**config.mk**
```make
export PLATFORM = sky130hd
export DESIGN_NAME = output_restricted_linear_deque_core
export DESIGN_NICKNAME = d
export VERILOG_FILES = /design/src/hw/rtl/orld_pkg.sv /design/src/hw/rtl/orld_ram.sv /design/src/hw/rtl/orld_ctrl.sv /design/src/hw/rtl/output_restricted_linear_deque_core.sv
export SDC_FILE = /design/constraint.sdc
export NUM_CORES = 1
export LEC_CHECK = 0
export BUFFER_PORTS_ARGS = -buffer_cell sky130_fd_sc_hd__buf_2
export CAP_MARGIN = 20
export CORE_ASPECT_RATIO = 2
export CORE_MARGIN = 2
export CORE_UTILIZATION = 57
export CTS_CLUSTER_DIAMETER = 80
export DETAILED_ROUTE_END_ITERATION = 16
export HOLD_SLACK_MARGIN = 0.08
export PLACE_DENSITY = 0.72
export SYNTH_ARGS = -nofsm -noshare
export SYNTH_HDL_FRONTEND = slang
export SYNTH_SLANG_ARGS = --single-unit
```
**constraint.sdc**
```tcl
create_clock -name clk -period 10.2 [get_ports clk]
set_input_delay 0 -clock clk [delete_from_list [all_inputs] [get_ports clk]]
set_output_delay 0 -clock clk [all_outputs]
set_load 0.05 [all_outputs]
```
**src/hw/rtl/orld_pkg.sv**
```systemverilog
// Shared types and constants for the output-restricted linear deque.
// No dependencies; imported by orld_ram users, orld_ctrl and the top level.
`timescale 1ns / 1ps

package orld_pkg;

    // Store geometry
    localparam int DEPTH  = 16;
    localparam int IDX_W  = $clog2(DEPTH);
    localparam int DATA_W = 32;

    // Commands
    typedef enum logic [1:0] {
        CMD_INS_REAR  = 2'd0,
        CMD_INS_FRONT = 2'd1,
        CMD_DEL_FRONT = 2'd2,
        CMD_DISPLAY   = 2'd3
    } cmd_t;

    // Result status codes
    typedef enum logic [1:0] {
        ST_OK         = 2'd0,
        ST_FULL_REAR  = 2'd1,
        ST_FULL_FRONT = 2'd2,
        ST_EMPTY      = 2'd3
    } status_t;

    // One result item
    typedef struct packed {
        status_t            status;
        logic signed [31:0] element;
        logic               last;
    } res_t;

    // Memory access request from the controller
    typedef struct packed {
        logic              wr_en;
        logic [IDX_W-1:0]  wr_addr;
        logic [DATA_W-1:0] wr_data;
        logic              rd_en;
        logic [IDX_W-1:0]  rd_addr;
    } ram_req_t;

endpackage

```
**src/hw/rtl/orld_ram.sv**
```systemverilog
// Generic single-write, single-read synchronous RAM, registered read data.
// Standalone; no package dependency.
`timescale 1ns / 1ps

module orld_ram #(
    parameter int DEPTH  = 16,
    parameter int DATA_W = 32,
    parameter int ADDR_W = $clog2(DEPTH)
) (
    input  logic              clk,
    input  logic              wr_en,
    input  logic [ADDR_W-1:0] wr_addr,
    input  logic [DATA_W-1:0] wr_data,
    input  logic              rd_en,
    input  logic [ADDR_W-1:0] rd_addr,
    output logic [DATA_W-1:0] rd_data
);

    logic [DATA_W-1:0] mem [DEPTH];
    logic [DATA_W-1:0] rd_data_reg;

    // Write port
    always_ff @(posedge clk)
    begin
        if (wr_en)
        begin
            mem[wr_addr] <= wr_data;
        end
    end

    // Read port, data held until the next read
    always_ff @(posedge clk)
    begin
        if (rd_en)
        begin
            rd_data_reg <= mem[rd_addr];
        end
    end

    assign rd_data = rd_data_reg;

endmodule

```
**src/hw/rtl/orld_ctrl.sv**
```systemverilog
// Deque controller: front/rear indices, command sequencing and store access.
// Depends on orld_pkg; drives the slot RAM and feeds the output register.
`timescale 1ns / 1ps

module orld_ctrl
    import orld_pkg::*;
(
    input  logic                clk,
    input  logic                rst_n,
    input  logic                in_valid,
    output logic                in_stall,
    input  logic [1:0]          cmd,
    input  logic signed [31:0]  value,
    output logic                res_valid,
    output res_t                res,
    input  logic                res_ready,
    output ram_req_t            ram_req,
    input  logic [DATA_W-1:0]   rd_data
);

    typedef enum logic [1:0] {
        S_IDLE,
        S_DEL,
        S_WALK
    } state_t;

    localparam logic [IDX_W-1:0] LAST_IDX = IDX_W'(DEPTH - 1);

    state_t           state_reg, state_next;
    logic [IDX_W-1:0] head_reg, head_next;
    logic [IDX_W-1:0] tail_reg, tail_next;
    logic [IDX_W-1:0] ptr_reg, ptr_next;
    logic             empty_reg, empty_next;
    logic             accept;
    logic             walk_last;

    // Take a new item only when idle and the result slot is free
    assign in_stall  = (state_reg != S_IDLE) || !res_ready;
    assign accept    = in_valid && !in_stall;
    assign walk_last = (ptr_reg == tail_reg);

    // Next state, store access and result
    always_comb
    begin
        state_next = state_reg;
        head_next  = head_reg;
        tail_next  = tail_reg;
        ptr_next   = ptr_reg;
        empty_next = empty_reg;
        res_valid  = 1'b0;
        res        = '{status: ST_OK, element: '0, last: 1'b1};
        ram_req    = '{wr_en: 1'b0, wr_addr: '0, wr_data: value,
                       rd_en: 1'b0, rd_addr: head_reg};

        unique case (state_reg)
            S_IDLE:
            begin
                if (accept)
                begin
                    unique case (cmd_t'(cmd))
                        CMD_INS_REAR:
                        begin
                            res_valid = 1'b1;
                            if (empty_reg)
                            begin
                                head_next     = '0;
                                tail_next     = '0;
                                empty_next    = 1'b0;
                                ram_req.wr_en = 1'b1;
                            end
                            else if (tail_reg == LAST_IDX)
                            begin
                                res.status = ST_FULL_REAR;
                            end
                            else
                            begin
                                tail_next       = tail_reg + 1'b1;
                                ram_req.wr_en   = 1'b1;
                                ram_req.wr_addr = tail_reg + 1'b1;
                            end
                        end
                        CMD_INS_FRONT:
                        begin
                            res_valid = 1'b1;
                            if (empty_reg)
                            begin
                                head_next     = '0;
                                tail_next     = '0;
                                empty_next    = 1'b0;
                                ram_req.wr_en = 1'b1;
                            end
                            else if (head_reg == '0)
                            begin
                                res.status = ST_FULL_FRONT;
                            end
                            else
                            begin
                                head_next       = head_reg - 1'b1;
                                ram_req.wr_en   = 1'b1;
                                ram_req.wr_addr = head_reg - 1'b1;
                            end
                        end
                        CMD_DEL_FRONT:
                        begin
                            if (empty_reg)
                            begin
                                res_valid  = 1'b1;
                                res.status = ST_EMPTY;
                            end
                            else
                            begin
                                ram_req.rd_en = 1'b1;
                                state_next    = S_DEL;
                            end
                        end
                        CMD_DISPLAY:
                        begin
                            if (empty_reg)
                            begin
                                res_valid  = 1'b1;
                                res.status = ST_EMPTY;
                            end
                            else
                            begin
                                ram_req.rd_en = 1'b1;
                                ptr_next      = head_reg;
                                state_next    = S_WALK;
                            end
                        end
                    endcase
                end
            end

            // Hand out the front element, then drop it
            S_DEL:
            begin
                res_valid   = 1'b1;
                res.element = rd_data;
                if (res_ready)
                begin
                    if (head_reg >= tail_reg)
                    begin
                        head_next  = '0;
                        tail_next  = '0;
                        empty_next = 1'b1;
                    end
                    else
                    begin
                        head_next = head_reg + 1'b1;
                    end
                    state_next = S_IDLE;
                end
            end

            // Walk front to rear, one slot per accepted result
            S_WALK:
            begin
                res_valid   = 1'b1;
                res.element = rd_data;
                res.last    = walk_last;
                if (res_ready)
                begin
                    if (walk_last)
                    begin
                        state_next = S_IDLE;
                    end
                    else
                    begin
                        ptr_next        = ptr_reg + 1'b1;
                        ram_req.rd_en   = 1'b1;
                        ram_req.rd_addr = ptr_reg + 1'b1;
                    end
                end
            end

            default:
            begin
                state_next = S_IDLE;
            end
        endcase
    end

    // Hold state and indices
    always_ff @(posedge clk or negedge rst_n)
    begin
        if (!rst_n)
        begin
            state_reg <= S_IDLE;
            head_reg  <= '0;
            tail_reg  <= '0;
            ptr_reg   <= '0;
            empty_reg <= 1'b1;
        end
        else
        begin
            state_reg <= state_next;
            head_reg  <= head_next;
            tail_reg  <= tail_next;
            ptr_reg   <= ptr_next;
            empty_reg <= empty_next;
        end
    end

    // An empty deque parks both indices at slot 0
    a_empty_idx: assert property (@(posedge clk) disable iff (!rst_n)
        empty_reg |-> (head_reg == '0) && (tail_reg == '0))
        else $error("empty deque with nonzero index");

    // Front never passes rear
    a_order: assert property (@(posedge clk) disable iff (!rst_n)
        head_reg <= tail_reg)
        else $error("head index beyond tail index");

    // The walk pointer stays inside the occupied range
    a_walk_range: assert property (@(posedge clk) disable iff (!rst_n)
        (state_reg == S_WALK) |-> (ptr_reg >= head_reg) && (ptr_reg <= tail_reg))
        else $error("display pointer out of range");

    // A pending read result holds while the output side is full
    a_res_hold: assert property (@(posedge clk) disable iff (!rst_n)
        (state_reg != S_IDLE) && !res_ready |=> $stable(res) && res_valid)
        else $error("pending result changed while stalled");

    // Busy work never coexists with a new item
    a_busy: assert property (@(posedge clk) disable iff (!rst_n)
        (state_reg != S_IDLE) |-> in_stall)
        else $error("item accepted while busy");

endmodule

```
**src/hw/rtl/output_restricted_linear_deque_core.sv**
```systemverilog
// An insert answers in the cycle after acceptance. A delete result passes
// through the RAM read register, then the output register; a display sends
// its first result the same way, then one result per cycle unless stalled.
// One insert per cycle is taken unless the output stalls; no new command is
// taken while a delete or display is busy. Reset clears indices, empty flag
// and output valid; the slot store is not cleared.
`timescale 1ns / 1ps

module output_restricted_linear_deque_core
    import orld_pkg::*;
(
    input  logic               clk,
    input  logic               rst_n,
    input  logic               in_valid,
    output logic               in_stall,
    input  logic [1:0]         cmd,
    input  logic signed [31:0] value,
    output logic               out_valid,
    input  logic               out_stall,
    output logic [1:0]         status,
    output logic signed [31:0] element,
    output logic               last
);

    ram_req_t          ram_req;
    logic [DATA_W-1:0] rd_data;
    logic              res_valid;
    res_t              res;
    logic              res_ready;
    logic              out_valid_reg;
    res_t              out_reg;

    orld_ctrl u_ctrl (
        .clk       (clk),
        .rst_n     (rst_n),
        .in_valid  (in_valid),
        .in_stall  (in_stall),
        .cmd       (cmd),
        .value     (value),
        .res_valid (res_valid),
        .res       (res),
        .res_ready (res_ready),
        .ram_req   (ram_req),
        .rd_data   (rd_data)
    );

    orld_ram #(
        .DEPTH  (DEPTH),
        .DATA_W (DATA_W),
        .ADDR_W (IDX_W)
    ) u_ram (
        .clk     (clk),
        .wr_en   (ram_req.wr_en),
        .wr_addr (ram_req.wr_addr),
        .wr_data (ram_req.wr_data),
        .rd_en   (ram_req.rd_en),
        .rd_addr (ram_req.rd_addr),
        .rd_data (rd_data)
    );

    // Output register frees as soon as the downstream side takes its item
    assign res_ready = !out_valid_reg || !out_stall;

    // Hold the output item valid flag
    always_ff @(posedge clk or negedge rst_n)
    begin
        if (!rst_n)
        begin
            out_valid_reg <= 1'b0;
        end
        else if (res_ready)
        begin
            out_valid_reg <= res_valid;
        end
    end

    // Load the output payload
    always_ff @(posedge clk)
    begin
        if (res_ready && res_valid)
        begin
            out_reg <= res;
        end
    end

    assign out_valid = out_valid_reg;
    assign status    = out_reg.status;
    assign element   = out_reg.element;
    assign last      = out_reg.last;

endmodule
```
==> run metrics, run 1 <==
input/output buffers=74; Worst path depth=10; outcome=finished clean; die area=42200 µm²; Max-cap violations=0; post-synthesis adder-cell area fraction=0.00650; Pleak=10.0 nW; Worst-Margin Slew=1140 ps; clk_lat worst skew=580 ps; FF-to-FF Start=u_ctrl.state_reg[0]; area fraction of the dominant cell type after synthesis=0.753; # Post-CTS Setup Buffers=0; Tmin final=4890 ps; clock sinks=595; CTS buffer count=48; via count=12.3k; DIE HEIGHT=289 µm; largest net degree at the start of global routing=148; cts repair resizes=0; CP Launch Point=u_ctrl.state_reg[0]; Initial Util=0.576; Chip Width=146 µm; fin crit share=0.480; Detailed Place HPWL=26100 µm; worst hold path type=in2reg; reg-to-reg slack, setup=5310 ps; post-synth top area cell=edfxtp_1; xor/xnor share of the synthesized area=0.00417; critical path's slowest cell=buf_4; number of antenna violations at the first check in global routing=1; Synth area leaders=edfxtp_1, mux2i_1, o22ai_1; Critical Path AT=5190 ps; vias in the first global route=12.5k; main combinational cell family by area after synthesis=multiplexers; Syn Std Cell Area=23100 µm²; FMAX=204 MHz; IO Count=75; top_reg_cell synth=edfxtp_1; max incr delay on CP=880 ps; first-pass GRT wire length=75800 µm; Final Max Slew Viols=0; max reg flops=512; Synth cell types=47; crit path capture type=register; most common cell after layout, fill and taps aside=edfxtp_1; CTS HTree Levels=2; overall routed net length=51700 µm; unrepaired setup endpoints after global routing=no; Syn Nets=1350; Req. time, crit path=10500 ps; antenna-violating nets left=0; wire length per cell=25.8 µm; CP Cell Sequence=inv_1 > ha_1 > a21boi_0 > o41ai_4 > mux2i_4 > buf_12 > buf_4 > mux2i_1 > o22ai_1 > or4_1; Post-Synth Simple-Gate Area=0.0382; GPL Wtd Cong=0.840; GRT Util Overall=0.245; global route overflow=0; row count=104; YS warnings=0; most frequent cells in the layout=edfxtp_1, mux2i_1, o22ai_1, buf_2, clkbuf_16; Slew HR=0.243; clock-pin slew on the worst setup and hold paths=70 ps; first-pass iteration count of the detailed router=5; NumNets Final=1484; r2r endpoint=u_ram.rd_data[16]; portion of netlist area occupied by mux cells=0.116; Root Driver=clkbuf_16; fraction of layout cells with a size suffix above 1=0.140; clock skew after layout=15.7 ps; Post-synth EDFFs=579; Synth Instances=1300; final hold violations=0; PD cells=266 nW/µm²; worst-path fanout max=147; depth of the worst register-to-register path=10; DRC violation total after the first TritonRoute iteration=1194; CTS tree=done; Clock Path Buffers=3; core area=40100 µm²; synthesis-to-finish area growth=13.9%; CP Class=reg2reg; hold_buf cts=42; Setup violations, final=0; CP delay by family, top=buffers and inverters; Layout Utilization=0.656; maximum VDD drop=297 µV; synthesis-stage register bit count=595; CP Launch Type=register; Setup Total Neg Slack=0 ps; fraction of registers with async set/reset=0.0269; # DRC=0; CP bufs+invs=3; sequential area share after synthesis=0.771; routed vias/inst=6.16; Mean Syn Cell Area=17.8 µm²; Worst Setup EP=u_ram.rd_data[16]; compound-gate portion of the synthesized area=0.0514
==> stage by stage <==
step                      cell area (µm²)  setup WS, ps  cells  hold slack, ps  total power, mW
after floorplan                     23100          6180   1300            -296             4.58
after global placement              24300          5620   1871           -45.5             5.13
after detailed placement            24300          5380   1872           -39.6             5.18
after CTS                           26300          5390   2002             311             7.04
after global routing                26300          5110   2003             348             7.25
final                               26300          5310   2003             330             7.00
==> report_power, final <==
part           internal (mW)  switching (mW)  leakage [nW]
registers               2.96          0.0964          5.44
clock network           1.03           0.823         0.768
logic                  0.755            1.35          3.81
total                   4.74            2.26          10.0
==> worst min path at each step <==
stage | cells after the start | slack, ps | from | to
global route | 2 | 350 | value[21] | u_ram.mem[8][21]
floorplan | 0 | -300 | rst_n | out_valid
detailed placement | 1 | -40 | rst_n | u_ctrl.head_reg[2]
CTS | 2 | 310 | value[21] | u_ram.mem[8][21]
finish | 2 | 330 | value[17] | u_ram.mem[8][17]
global placement | 1 | -50 | rst_n | u_ctrl.head_reg[2]
==> cell usage after synthesis (2+ instances only) <==
library cell    n
a211oi_1        2
a21o_1          5
a21oi_1         8
and2_1         34
and3_1          2
buf_2          26
clkbuf_1       36
dfrtp_1        15
edfxtp_1      579
ha_1           12
inv_1          13
mux2_2          4
mux2i_1       262
nand2_1        22
nand2b_1        8
nand3_1         9
nor2_1         33
nor2b_1         2
nor3_1          6
nor3b_1         3
o211ai_1        3
o21ai_0        12
o21ai_1         6
o22a_1          2
o22ai_1       130
o2bb2ai_1       2
o32ai_1         2
or3_1           2
or4_1          33
xnor2_1         5
xor2_1          6
==> cell type report <==
| type | instances | area, µm² |
|---|---|---|
| multi-input cells | 630 | 5200 |
| flip-flops and latches | 595 | 17800 |
| clock inverters | 27 | 279 |
| diodes | 1 | 2.50 |
| repair buffers | 146 | 1030 |
| well taps | 530 | 663 |
| inverters | 13 | 48.8 |
| clock buffers | 61 | 1290 |
| fillers | 2813 | 13800 |
==> cell families (layout without fill, tap and decap cells) <==
group                    after synthesis  count (layout)
AO/OA/AOI/OAI                        183             183
XOR/XNOR                              11              11
adder cells (fa/ha/maj)               12              12
buffers and inverters                 75             247
flip-flops                           595             595
multiplexers                         266             266
other                                  0               1
AND/OR/NAND/NOR                      158             158
==> per-layer routing <==
layer,up-vias,wire length [µm],GRT usage
li1,5450,-,-
met1,6278,19600,0.302
met2,460,26700,0.432
met3,149,2860,0.0275
met4,0,2580,0.122
met5,-,0,0
No activity file was read; power rests on OpenSTA's default activity.
==> inputs of run 2 (changes only) <==
- clock period: 10.2 -> 4.85 ns (I/O delays scaled with it)
==> run metrics, run 2 (synthesized netlist as in run 1, its figures left out) <==
outcome=finished clean; fin crit share=0.791 (+0.311); antenna-violating nets left=0 (unchanged); FF-to-FF Start=u_ctrl.tail_reg[0]; CTS HTree Levels=2 (unchanged); total chip power=14.7 mW (+110%); # Post-CTS Setup Buffers=0 (unchanged); clock-pin slew on the worst setup and hold paths=70 ps (about the same); worst hold path type=in2reg; Critical Path AT=4160 ps (-1030 ps); vias in the first global route=12.5k (+0.60%); non-filler cells, final=2012 (+0.45%); number of antenna violations at the first check in global routing=0 (-1); PD cells=558 nW/µm² (+110%); Slew HR=0.372 (+0.129); overall routed net length=52000 µm (+0.64%); # DRC=0 (unchanged); routed vias/inst=6.05 (-1.8%); # fillers=2788 (-0.89%); placed cell count=1884 (+0.64%); pre-CTS WS=1060 ps (-4330 ps); Final Max Slew Viols=0 (unchanged); Max-cap violations=0 (unchanged); Root Driver=clkbuf_16; IO Count=75 (unchanged); row count=104 (unchanged); CP Cell Sequence=xor2_1 > o41ai_4 > mux2i_4 > buf_12 > buf_4 > mux2i_1 > o22ai_1 > or4_1; core area=40100 µm² (unchanged); Initial Util=0.576 (unchanged); most common cell after layout, fill and taps aside=edfxtp_1; FMAX=261 MHz (+28%); die area=42200 µm² (unchanged); synthesis-to-finish area growth=14.3%; Tmin final=3840 ps (-1060 ps); clk_lat worst skew=580 ps (about the same); clock sinks=595 (unchanged); CP Class=reg2reg; Pleak=10.1 nW (+0.45%); input/output buffers=74 (unchanged); critical path's slowest cell=o41ai_4; Clock Path Buffers=3 (unchanged); GRT Util Overall=0.246 (+0.000662); Chip Width=146 µm (unchanged); crit path capture type=register; CP Launch Point=u_ctrl.tail_reg[0]; Final WS setup=1010 ps (-4290 ps); NumNets Final=1498 (+0.94%); largest net degree at the start of global routing=67 (-55%); via count=12.2k (-1.3%); most frequent cells in the layout=edfxtp_1, mux2i_1, o22ai_1, buf_2, clkbuf_16; first-pass GRT wire length=76300 µm (+0.70%); final hold violations=0 (unchanged); first-pass iteration count of the detailed router=5 (unchanged); CTS buffer count=48 (unchanged); Req. time, crit path=5170 ps (-5330 ps); CP Launch Type=register; worst-path fanout max=66 (-55%); max incr delay on CP=740 ps (-140 ps); DRC violation total after the first TritonRoute iteration=980 (-18%); reg-to-reg slack, setup=1010 ps (-4290 ps); hold wc startpoint=value[31]; unrepaired setup endpoints after global routing=no; wire length per cell=25.9 µm (+0.19%); maximum VDD drop=386 µV (+30%); Detailed Place HPWL=28400 µm (+9.0%); max reg flops=512 (unchanged); Setup violations, final=0 (unchanged); global route overflow=0 (unchanged); Setup Total Neg Slack=0 ps (unchanged); fraction of layout cells with a size suffix above 1=0.143 (+0.00310); CP bufs+invs=2 (-1); CP delay by family, top=compound AO/OA/AOI/OAI gates; GPL Wtd Cong=0.821 (-2.3%); DIE HEIGHT=289 µm (unchanged); CTS tree=done; Worst-Margin Slew=943 ps (-193 ps); n_diodes=0 (-1); clock skew after layout=24.8 ps (+9.11 ps)
-- run 2: changes by cell type in the layout (fill, tap and decap cells not counted), sizes merged --
cell and change:
buf +13, bufinv -1, clkbuf +3, clkinv -9, clkinvlp +1, diode -1
dlygate4sd3 +1, inv +2
-- run 2: power by group --
group | total (mW) | switching, mW | internal [mW]
clock | 3.80 | 1.72 | 2.08
combinational | 4.50 | 2.86 | 1.64
sequential | 6.43 | 0.207 | 6.22
-- run 2: cell type report --
type	count	area (µm²)	area share
sequential	595	17800	0.674
multi-input combinational	630	5200	0.197
clock buffer	64	1280	0.0486
timing repair buffer	160	1180	0.0449
tap	530	663	0.0251
clock inverter	20	215	0.00816
inverter	13	48.8	0.00185
-- run 2: worst paths after layout --
check	end	cells past startpoint
worst max-delay path	u_ram.rd_data[10]	8
worst min register to register	element[3]	1
worst max register to register	u_ram.rd_data[10]	8
worst min-delay path	u_ram.mem[14][31]	2
max in group asynchronous	u_ctrl.ptr_reg[2]	4
min in group asynchronous	u_ctrl.empty_reg	3
-- run 2: per-layer routing --
layer,global-route usage,vias to the layer above,routed length [µm]
li1,-,5492,-
met1,0.285,6162,19000
met2,0.464,409,28500
met3,0.0295,111,2580
met4,0.0944,0,1860
met5,0,-,0
-- run 2: per-stage QoR --
step / hold WS, ps / util / instance area [µm²]
after floorplan: -296 / - / 23100
after global placement: -40.4 / 0.610 / 24400
after detailed placement: -44.9 / 0.610 / 24400
after CTS: 319 / 0.658 / 26400
after global routing: 343 / 0.658 / 26400
final: 324 / 0.658 / 26400
-- run 2: what timing repair did --
action	CTS	global route
setup endpoints to repair	0	0
endpoints found under the hold margin	535	0
hold buffers	43	0
resized for setup	0	0
